## config.mk

```make
export PLATFORM = sky130hd
export DESIGN_NAME = butterworth_lowpass_biquad_flat
export DESIGN_NICKNAME = d
export VERILOG_FILES = /design/src/rtl/bwlp_pkg.sv /design/src/rtl/bwlp_stream_if.sv /design/src/rtl/butterworth_lowpass_biquad.sv /design/src/flat_wrapper.sv
export SDC_FILE = /design/constraint.sdc
export NUM_CORES = 2
export LEC_CHECK = 0
export ABC_AREA = 1
export BUFFER_PORTS_ARGS = -buffer_cell sky130_fd_sc_hd__buf_2
export CORE_UTILIZATION = 45
export DETAILED_ROUTE_END_ITERATION = 12
export PLACE_DENSITY = 0.64
export SLEW_MARGIN = 10
export SYNTH_ARGS = -nofsm -noshare
export SYNTH_HDL_FRONTEND = slang
export SYNTH_SLANG_ARGS = --single-unit
```

## constraint.sdc

```tcl
create_clock -name clk_i -period 7.9 [get_ports clk_i]
set_clock_uncertainty 0.15 [all_clocks]
set_input_delay 0 -clock clk_i [delete_from_list [all_inputs] [get_ports clk_i]]
set_output_delay 0 -clock clk_i [all_outputs]
set_load 0.01 [all_outputs]
```

## src/rtl/bwlp_pkg.sv

```systemverilog
// shared constants, types, saturation helpers and control store of the biquad
// no dependencies
package bwlp_pkg;

  // field and datapath widths
  localparam int SAMPLE_W  = 16;
  localparam int HIST_W    = 24;
  localparam int COEF_W    = 18;
  localparam int SCALE_W   = 16;
  localparam int GAIN_W    = 16;
  localparam int PROD_W    = HIST_W + COEF_W;
  localparam int ACC_W     = 46;
  localparam int STEP_W    = 3;
  localparam int CFG_IDX_W = 2;
  localparam int CFG_DAT_W = 18;

  // binary point alignment
  localparam int IN_SHIFT  = 8;
  localparam int FB_SHIFT  = 16;
  localparam int OUT_SHIFT = 20;
  localparam logic signed [ACC_W-1:0] RND_IN  = ACC_W'(1) <<< (IN_SHIFT - 1);
  localparam logic signed [ACC_W-1:0] RND_FB  = ACC_W'(1) <<< (FB_SHIFT - 1);
  localparam logic signed [ACC_W-1:0] RND_OUT = ACC_W'(1) <<< (OUT_SHIFT - 1);

  // saturation limits
  localparam logic [HIST_W-1:0]   HIST_MAX   = {1'b0, {(HIST_W-1){1'b1}}};
  localparam logic [HIST_W-1:0]   HIST_MIN   = {1'b1, {(HIST_W-1){1'b0}}};
  localparam logic [SAMPLE_W-1:0] SAMPLE_MAX = {1'b0, {(SAMPLE_W-1){1'b1}}};
  localparam logic [SAMPLE_W-1:0] SAMPLE_MIN = {1'b1, {(SAMPLE_W-1){1'b0}}};

  // register indexes
  localparam logic [CFG_IDX_W-1:0] CFG_INPUT_SCALE  = 2'd0;
  localparam logic [CFG_IDX_W-1:0] CFG_FEEDBACK_ONE = 2'd1;
  localparam logic [CFG_IDX_W-1:0] CFG_FEEDBACK_TWO = 2'd2;
  localparam logic [CFG_IDX_W-1:0] CFG_OUTPUT_GAIN  = 2'd3;

  // register reset values
  localparam logic [SCALE_W-1:0]        SCALE_RST = 16'd6398;
  localparam logic signed [COEF_W-1:0]  FB1_RST   = -18'sd61788;
  localparam logic signed [COEF_W-1:0]  FB2_RST   = 18'sd21845;
  localparam logic [GAIN_W-1:0]         GAIN_RST  = 16'd8192;

  // program step addresses
  localparam logic [STEP_W-1:0] ST_WAIT  = 3'd0;
  localparam logic [STEP_W-1:0] ST_SCALE = 3'd1;
  localparam logic [STEP_W-1:0] ST_SUM   = 3'd2;
  localparam logic [STEP_W-1:0] ST_SUB   = 3'd3;
  localparam logic [STEP_W-1:0] ST_STORE = 3'd4;
  localparam logic [STEP_W-1:0] ST_GAIN  = 3'd5;
  localparam logic [STEP_W-1:0] ST_OUT   = 3'd6;

  // multiplier operand selects
  typedef enum logic [1:0] {MA_SAMPLE, MA_Y1, MA_Y0, MA_Y} mul_a_e;
  typedef enum logic [1:0] {MB_SCALE, MB_FB1, MB_FB2, MB_GAIN} mul_b_e;

  // datapath operations
  typedef enum logic [2:0] {
    OP_NONE, OP_SCALE_IN, OP_SUM_START, OP_SUM_SUB, OP_STORE_Y, OP_OUTPUT
  } alu_op_e;

  // jump conditions: the jump is taken while the condition holds
  typedef enum logic [1:0] {JC_NONE, JC_NO_INPUT, JC_OUT_BUSY} jump_e;

  typedef struct packed {
    logic               mul_en;
    mul_a_e             mul_a;
    mul_b_e             mul_b;
    alu_op_e            op;
    jump_e              jump;
    logic [STEP_W-1:0]  jump_to;
    logic               last;
  } ucode_t;

  typedef struct packed {
    logic [HIST_W-1:0] val;
    logic              clip;
  } sat_hist_t;

  typedef struct packed {
    logic [SAMPLE_W-1:0] val;
    logic                clip;
  } sat_sample_t;

  localparam ucode_t UC_NOP = '{
    mul_en: 1'b0, mul_a: MA_SAMPLE, mul_b: MB_SCALE, op: OP_NONE,
    jump: JC_NONE, jump_to: ST_WAIT, last: 1'b0
  };

  // control store
  function automatic ucode_t ucode_rom(input logic [STEP_W-1:0] step);
    ucode_t w;
    w = UC_NOP;
    unique case (step)
      ST_WAIT: begin
        w.mul_en  = 1'b1;
        w.mul_a   = MA_SAMPLE;
        w.mul_b   = MB_SCALE;
        w.jump    = JC_NO_INPUT;
        w.jump_to = ST_WAIT;
      end
      ST_SCALE: begin
        w.mul_en = 1'b1;
        w.mul_a  = MA_Y1;
        w.mul_b  = MB_FB1;
        w.op     = OP_SCALE_IN;
      end
      ST_SUM: begin
        w.mul_en = 1'b1;
        w.mul_a  = MA_Y0;
        w.mul_b  = MB_FB2;
        w.op     = OP_SUM_START;
      end
      ST_SUB: begin
        w.op = OP_SUM_SUB;
      end
      ST_STORE: begin
        w.op = OP_STORE_Y;
      end
      ST_GAIN: begin
        w.mul_en = 1'b1;
        w.mul_a  = MA_Y;
        w.mul_b  = MB_GAIN;
      end
      ST_OUT: begin
        w.op      = OP_OUTPUT;
        w.jump    = JC_OUT_BUSY;
        w.jump_to = ST_OUT;
        w.last    = 1'b1;
      end
      default: begin
        w.last = 1'b1;
      end
    endcase
    return w;
  endfunction

  // clamp a wide value to the history width
  function automatic sat_hist_t sat_hist(input logic signed [ACC_W-1:0] v);
    sat_hist_t r;
    logic [ACC_W-HIST_W:0] top;
    top = v[ACC_W-1:HIST_W-1];
    if ((&top) || !(|top)) begin
      r.val  = v[HIST_W-1:0];
      r.clip = 1'b0;
    end else begin
      r.val  = v[ACC_W-1] ? HIST_MIN : HIST_MAX;
      r.clip = 1'b1;
    end
    return r;
  endfunction

  // clamp a wide value to the sample width
  function automatic sat_sample_t sat_sample(input logic signed [ACC_W-1:0] v);
    sat_sample_t r;
    logic [ACC_W-SAMPLE_W:0] top;
    top = v[ACC_W-1:SAMPLE_W-1];
    if ((&top) || !(|top)) begin
      r.val  = v[SAMPLE_W-1:0];
      r.clip = 1'b0;
    end else begin
      r.val  = v[ACC_W-1] ? SAMPLE_MIN : SAMPLE_MAX;
      r.clip = 1'b1;
    end
    return r;
  endfunction

endpackage

```

## src/rtl/bwlp_stream_if.sv

```systemverilog
// valid/ready stream interfaces for the biquad sample input and result output
// depends on bwlp_pkg
interface bwlp_in_if;
  logic                                 valid;
  logic                                 ready;
  logic signed [bwlp_pkg::SAMPLE_W-1:0] sample_in;

  modport source (output valid, output sample_in, input ready);
  modport sink   (input valid, input sample_in, output ready);
endinterface

interface bwlp_out_if;
  logic                                 valid;
  logic                                 ready;
  logic signed [bwlp_pkg::SAMPLE_W-1:0] sample_out;
  logic                                 clipped;

  modport source (output valid, output sample_out, output clipped, input ready);
  modport sink   (input valid, input sample_out, input clipped, output ready);
endinterface

```

## src/rtl/butterworth_lowpass_biquad.sv

```systemverilog
// second-order butterworth low-pass stage, fixed taps 1,2,1, output gain
// a seven-step microprogram drives one shared 24x18 multiplier and accumulator
// result registered in the out step, after steps scale, sum, sub, store, gain
// input taken only in the wait step; the out step stalls while output is held
// reset: async active low, coefficients to defaults, history cleared
// depends on bwlp_pkg and bwlp_stream_if
module butterworth_lowpass_biquad (
  input  logic                               clk_i,
  input  logic                               rst_ni,
  input  logic                               cfg_we_i,
  input  logic [bwlp_pkg::CFG_IDX_W-1:0]     cfg_idx_i,
  input  logic [bwlp_pkg::CFG_DAT_W-1:0]     cfg_data_i,
  bwlp_in_if.sink                            in_chan_i,
  bwlp_out_if.source                         out_chan_o
);
  import bwlp_pkg::*;

  // configuration registers
  logic [SCALE_W-1:0]        scale_q;
  logic signed [COEF_W-1:0]  fb1_q;
  logic signed [COEF_W-1:0]  fb2_q;
  logic [GAIN_W-1:0]         gain_q;

  // sequencer
  logic [STEP_W-1:0] step_q, step_d;
  ucode_t            uw;
  logic              in_acc;
  logic              out_free;
  logic              jump_taken;

  // datapath
  logic signed [HIST_W-1:0] mul_a;
  logic signed [COEF_W-1:0] mul_b;
  logic signed [PROD_W-1:0] prod_q;
  logic signed [ACC_W-1:0]  acc_q, acc_d;
  logic signed [ACC_W-1:0]  prod_ext, x_ext, ih0_ext, ih1_ext, taps;
  logic signed [ACC_W-1:0]  x_rnd, y_rnd, o_rnd;
  logic signed [HIST_W-1:0] x_q, y_q;
  logic signed [HIST_W-1:0] ih0_q, ih1_q, oh0_q, oh1_q;
  logic                     clip_q;
  sat_hist_t                x_sat, y_sat;
  sat_sample_t              o_sat;

  // output register
  logic                out_valid_q;
  logic [SAMPLE_W-1:0] out_sample_q;
  logic                out_clip_q;

  // configuration writes
  always_ff @(posedge clk_i or negedge rst_ni) begin
    if (!rst_ni) begin
      scale_q <= SCALE_RST;
      fb1_q   <= FB1_RST;
      fb2_q   <= FB2_RST;
      gain_q  <= GAIN_RST;
    end else if (cfg_we_i) begin
      unique case (cfg_idx_i)
        CFG_INPUT_SCALE:  scale_q <= cfg_data_i[SCALE_W-1:0];
        CFG_FEEDBACK_ONE: fb1_q   <= cfg_data_i[COEF_W-1:0];
        CFG_FEEDBACK_TWO: fb2_q   <= cfg_data_i[COEF_W-1:0];
        CFG_OUTPUT_GAIN:  gain_q  <= cfg_data_i[GAIN_W-1:0];
        default: ;
      endcase
    end
  end

  // control word fetch and handshakes
  assign uw              = ucode_rom(step_q);
  assign in_chan_i.ready = (uw.jump == JC_NO_INPUT);
  assign in_acc          = in_chan_i.valid && in_chan_i.ready;
  assign out_free        = !out_valid_q || out_chan_o.ready;

  // step counter with conditional jump
  always_comb begin
    case (uw.jump)
      JC_NO_INPUT: jump_taken = !in_acc;
      JC_OUT_BUSY: jump_taken = !out_free;
      default:     jump_taken = 1'b0;
    endcase
    if (jump_taken) begin
      step_d = uw.jump_to;
    end else if (uw.last) begin
      step_d = ST_WAIT;
    end else begin
      step_d = step_q + STEP_W'(1);
    end
  end

  always_ff @(posedge clk_i or negedge rst_ni) begin
    if (!rst_ni) begin
      step_q <= ST_WAIT;
    end else begin
      step_q <= step_d;
    end
  end

  // multiplier operand selection
  always_comb begin
    case (uw.mul_a)
      MA_SAMPLE: mul_a = {{(HIST_W-SAMPLE_W){in_chan_i.sample_in[SAMPLE_W-1]}},
                          in_chan_i.sample_in};
      MA_Y1:     mul_a = oh0_q;
      MA_Y0:     mul_a = oh1_q;
      default:   mul_a = y_q;
    endcase
    case (uw.mul_b)
      MB_SCALE: mul_b = {{(COEF_W-SCALE_W){1'b0}}, scale_q};
      MB_FB1:   mul_b = fb1_q;
      MB_FB2:   mul_b = fb2_q;
      default:  mul_b = {{(COEF_W-GAIN_W){1'b0}}, gain_q};
    endcase
  end

  // registered product
  always_ff @(posedge clk_i) begin
    if (uw.mul_en) begin
      prod_q <= mul_a * mul_b;
    end
  end

  // rounding, tap sum and saturation
  assign prod_ext = {{(ACC_W-PROD_W){prod_q[PROD_W-1]}}, prod_q};
  assign x_ext    = {{(ACC_W-HIST_W){x_q[HIST_W-1]}}, x_q};
  assign ih0_ext  = {{(ACC_W-HIST_W){ih0_q[HIST_W-1]}}, ih0_q};
  assign ih1_ext  = {{(ACC_W-HIST_W){ih1_q[HIST_W-1]}}, ih1_q};
  assign taps     = x_ext + (ih0_ext <<< 1) + ih1_ext;
  assign x_rnd    = (prod_ext + RND_IN) >>> IN_SHIFT;
  assign y_rnd    = acc_q >>> FB_SHIFT;
  assign o_rnd    = (prod_ext + RND_OUT) >>> OUT_SHIFT;
  assign x_sat    = sat_hist(x_rnd);
  assign y_sat    = sat_hist(y_rnd);
  assign o_sat    = sat_sample(o_rnd);

  // accumulator next value
  always_comb begin
    case (uw.op)
      OP_SUM_START: acc_d = (taps <<< FB_SHIFT) - prod_ext + RND_FB;
      OP_SUM_SUB:   acc_d = acc_q - prod_ext;
      default:      acc_d = acc_q;
    endcase
  end

  always_ff @(posedge clk_i) begin
    acc_q <= acc_d;
    if (uw.op == OP_SCALE_IN) begin
      x_q <= x_sat.val;
    end
    if (uw.op == OP_STORE_Y) begin
      y_q <= y_sat.val;
    end
  end

  // filter history and clip flag
  always_ff @(posedge clk_i or negedge rst_ni) begin
    if (!rst_ni) begin
      ih0_q  <= '0;
      ih1_q  <= '0;
      oh0_q  <= '0;
      oh1_q  <= '0;
      clip_q <= 1'b0;
    end else begin
      if (uw.op == OP_SCALE_IN) begin
        clip_q <= x_sat.clip;
      end
      if (uw.op == OP_STORE_Y) begin
        ih1_q  <= ih0_q;
        ih0_q  <= x_q;
        oh1_q  <= oh0_q;
        oh0_q  <= y_sat.val;
        clip_q <= clip_q | y_sat.clip;
      end
    end
  end

  // output register, loaded on the last step once it is free
  always_ff @(posedge clk_i or negedge rst_ni) begin
    if (!rst_ni) begin
      out_valid_q <= 1'b0;
    end else if (uw.op == OP_OUTPUT && out_free) begin
      out_valid_q <= 1'b1;
    end else if (out_chan_o.ready) begin
      out_valid_q <= 1'b0;
    end
  end

  always_ff @(posedge clk_i) begin
    if (uw.op == OP_OUTPUT && out_free) begin
      out_sample_q <= o_sat.val;
      out_clip_q   <= clip_q | o_sat.clip;
    end
  end

  assign out_chan_o.valid      = out_valid_q;
  assign out_chan_o.sample_out = out_sample_q;
  assign out_chan_o.clipped    = out_clip_q;

endmodule

```

## src/flat_wrapper.sv

```systemverilog
// flat-port wrapper written by rule: the top's interface ports become plain ports
module butterworth_lowpass_biquad_flat import bwlp_pkg::*;
  (clk_i, rst_ni, cfg_we_i, cfg_idx_i, cfg_data_i, in_chan_i_valid, in_chan_i_sample_in, in_chan_i_ready, out_chan_o_valid, out_chan_o_sample_out, out_chan_o_clipped, out_chan_o_ready);
  bwlp_in_if in_chan_i_i ();
  bwlp_out_if out_chan_o_i ();
  input  logic clk_i;
  input  logic rst_ni;
  input  logic cfg_we_i;
  input  logic [bwlp_pkg::CFG_IDX_W-1:0] cfg_idx_i;
  input  logic [bwlp_pkg::CFG_DAT_W-1:0] cfg_data_i;
  input wire logic [$bits(in_chan_i_i.valid)-1:0] in_chan_i_valid;
  input wire logic [$bits(in_chan_i_i.sample_in)-1:0] in_chan_i_sample_in;
  output wire logic [$bits(in_chan_i_i.ready)-1:0] in_chan_i_ready;
  output wire logic [$bits(out_chan_o_i.valid)-1:0] out_chan_o_valid;
  output wire logic [$bits(out_chan_o_i.sample_out)-1:0] out_chan_o_sample_out;
  output wire logic [$bits(out_chan_o_i.clipped)-1:0] out_chan_o_clipped;
  input wire logic [$bits(out_chan_o_i.ready)-1:0] out_chan_o_ready;
  assign in_chan_i_i.valid = in_chan_i_valid;
  assign in_chan_i_i.sample_in = in_chan_i_sample_in;
  assign in_chan_i_ready = in_chan_i_i.ready;
  assign out_chan_o_valid = out_chan_o_i.valid;
  assign out_chan_o_sample_out = out_chan_o_i.sample_out;
  assign out_chan_o_clipped = out_chan_o_i.clipped;
  assign out_chan_o_i.ready = out_chan_o_ready;
  butterworth_lowpass_biquad u_core (.clk_i(clk_i), .rst_ni(rst_ni), .cfg_we_i(cfg_we_i), .cfg_idx_i(cfg_idx_i), .cfg_data_i(cfg_data_i), .in_chan_i(in_chan_i_i), .out_chan_o(out_chan_o_i));
endmodule
```

==> metrics.json <==
{
  "worst_setup_path": {
    "crit-reg2reg-capture": "u_core.prod_q[28]$_DFFE_PP_",
    "worst-path-stages": 29,
    "critical_path_launch_point": "u_core.step_q[1]$_DFF_PN0_",
    "timing.rr.start": "u_core.step_q[1]$_DFF_PN0_",
    "worstPathRequired_ns": 8.13,
    "critical_path.max_fanout": 29,
    "critical-path-slowest-cell": "fa_1",
    "worstRegToRegCells": 29,
    "crit_family": "adder cells",
    "path_common_cell": "fa_1",
    "wp_buf_inv": 9,
    "cp-end-kind": "register",
    "timing.setup.critical_path_class": "register to register",
    "critPathCapture": "u_core.prod_q[28]$_DFFE_PP_",
    "cp-start-kind": "register",
    "crit_path_arrival_time_ns": 7.84,
    "rrSetupSlack_ns": 0.29,
    "largest_stage_delay_on_the_critical_path_ns": 0.61
  },
  "sta": {
    "setup_repair_after_global_routing_missed_its_margin": "yes",
    "slew-limit-headroom": 0.259,
    "worst_pin_slew_ns": 1.11,
    "hold_violations_final": 0,
    "finalMaxSlewViolations": 0,
    "max_freq_mhz": 131,
    "post-route-min-period_ns": 7.61,
    "min_period_over_period": 0.963,
    "setup_viol_count_final": 0
  },
  "placed_design": {
    "dpl.hpwl_um": 120000,
    "count_of_buffers_from_port_buffering": 59,
    "total_instance_count_after_detailed_placement": 6200,
    "finalWeightedCongestion": 1.04
  },
  "grt": {
    "grt_remaining_overflow": 0,
    "first_global_vias": 34790,
    "grt_start_max_net_pins": 82,
    "antenna_found_initial": 3,
    "grt_first_pass_wirelength_um": 215000,
    "grt_use_total": 0.337
  },
  "yosys": {
    "syn_area_per_cell_sq_um": 7.67,
    "synth.ff_latch_count": 322,
    "synth-simple-area-share": 0.231,
    "synth-edff-count": 153,
    "mappedNetlistArea_sq_um": 38200,
    "share_of_the_yosys_chip_area_belonging_to_registers": 0.232,
    "synth_top_area_cell": "fa_1",
    "synth_xor_xnor_area_share": 0.0293,
    "synthFlopType": "edfxtp_1",
    "synth_top_family_by_area": "adder cells",
    "synth.distinct_cells": 57,
    "synth_top_cells_by_count": "nand2_1 (1,343), inv_1 (921), nor2_1 (471), fa_1 (451), o21ai_0 (336)",
    "post_synthesis_adder_cell_area_fraction": 0.305,
    "netlist.area_leader.share": 0.236,
    "ys.warnings.count": 0,
    "post_synth_main_area_contributors": "fa_1 (24%), nand2_1 (13%), edfxtp_1 (12%)",
    "synth.mux.area_fraction": 0,
    "synth_fp_nets": 5685,
    "share_of_the_synthesized_area_in_compound_gates_ao_oa_aoi_oai": 0.0944,
    "async_flop_share": 0.525,
    "synth.most_common_cell": "nand2_1",
    "netlist_instances": 4982
  },
  "cells_and_area": {
    "antenna_cells": 0,
    "design.final.nets": 5846,
    "drive_gt1_frac": 0.0850,
    "fin_cells": 6309,
    "layout.filler_cells": 8394,
    "layout-area-overhead-vs-synth_pct": 10.9
  },
  "clocking": {
    "cts_tree": "yes",
    "cts_buffers": 41,
    "clk_transition_reported_paths_ns": 0.06,
    "htree_levels": 2,
    "clk_latency_ns": 0.59,
    "cts_sinks": 322,
    "cts_root_buffer": "clkbuf_16",
    "cts_buffer_depth": 3
  },
  "floorplanning": {
    "pin_count": 60,
    "die_area_sq_um": 86100,
    "chip_width_um": 293,
    "die_height_um": 293,
    "initial_core_util": 0.456,
    "placement_rows": 106,
    "core_area_sq_um": 83800
  },
  "worst_hold_path": {
    "hold_class": "primary input to register"
  },
  "detailed_routing": {
    "detail_route.drc_violations": 0,
    "number_of_iterations_in_the_first_detailed_routing_pass": 7,
    "wirelength_um": 142000,
    "routedWlPerCell_um": 22.6,
    "drt.antenna.violating_nets": 0,
    "vias": 33733,
    "routed_via_count_divided_by_cell_count": 5.35,
    "drt_iter0_markers": 2754
  },
  "job": {
    "drv.max_cap_violation_count": 0
  },
  "run_status": {
    "status": "complete, no violations"
  }
}
flip-flops by register name, indices dropped and copies added, names as in the netlist, 18 cells and up:
name	cells
u_core.acc_q	46
u_core.prod_q	42
u_core.ih0_q	24
u_core.ih1_q	24
u_core.oh0_q	24
u_core.oh1_q	24
u_core.x_q	24
u_core.y_q	24
u_core.fb1_q	18
u_core.fb2_q	18
layout make-up:
class	instances	area (sq um)	area share
clock buffers	54	1110	0.0263
repair buffers	241	1840	0.0435
flip-flops and latches	322	8860	0.209
clock inverters	21	250	0.00590
well taps	1134	1420	0.0335
inverters	944	3560	0.0839
multi-input cells	3593	25300	0.598
cells in the final DEF (no fill, tap or decap), types with 11 or more instances in the layout:
cell,instances
nand2_1,1342
buf_4,144
nand3_1,173
nor2_1,466
dfstp_2,26
xnor2_1,31
ha_1,211
nand2_2,19
o21ai_0,328
nor2_4,12
clkbuf_16,41
o21ai_2,15
fa_1,450
xor2_1,97
nor3_1,27
o22ai_1,16
o21bai_1,28
a21oi_1,172
o211ai_1,20
inv_1,908
a31oi_1,21
inv_2,30
dlygate4sd3_1,28
edfxtp_1,153
o21ai_1,11
dfrtp_1,143
a21o_1,15
nand4_1,43
buf_2,58
nor2_2,24
repair_timing:
| item | in CTS | in global routing |
|---|---|---|
| buffers inserted | 0 | 5 |
| gates resized for setup | 0 | 48 |
| setup endpoints to repair | 0 | 21 |
| hold buffers | 29 | 0 |
| endpoints found under the hold margin | 167 | 0 |
how the worst min path moves through the flow:
stage	startpoint	slack (ns)	endpoint	depth (start not counted)
global route	cfg_data_i[17]	0.12	u_core.fb2_q[17]$_DFFE_PN0P_	4
floorplan	rst_ni	-0.45	u_core.clip_q$_DFFE_PN0P_	0
CTS	cfg_data_i[17]	0.10	u_core.fb2_q[17]$_DFFE_PN0P_	4
global placement	rst_ni	0.01	u_core.out_chan_o.valid$_DFFE_PN0P_	1
finish	cfg_data_i[12]	0.13	u_core.fb1_q[12]$_DFFE_PN0P_	4
detailed placement	rst_ni	0.01	u_core.fb2_q[11]$_DFFE_PN0P_	1
routing by layer:
metal / track usage / share of wire
met5: 0 / 0.000091
met4: 0.134 / 0.044
met3: 0.0635 / 0.073
met2: 0.555 / 0.47
met1: 0.437 / 0.42
tightest hold or removal path, cell delays in order:
cell and delay, ns:
dlygate4sd3_1 0.51, buf_2 0.09, inv_1 0.07, o21ai_0 0.15
metrics by stage:
step	setup WS [ns]	setup TNS, ns	hold WS, ns	instance area (sq um)	util
3_3_place_gp	0.146	0	0.0132	40600	0.484
6_report	0.290	0	0.128	42400	0.506
2_1_floorplan	0.831	0	-0.446	38200	-
4_1_cts	0.0731	0	0.103	42200	0.504
3_5_place_dp	0.112	0	0.0110	40600	0.484
5_1_grt	-0.0589	-0.0730	0.122	42400	0.506
cell families after synthesis:
kind of cell	Yosys count
DFF	322
buffers and inverters	1067
adders and majority gates	662
and+or+nand+nor	2147
xor gates and xnor gates	128
AOI/OAI and AO/OA	656
Power is left out: the tool's default activity adds up to more than one toggle a clock period on the data nets, which glitch-free logic cannot reach.
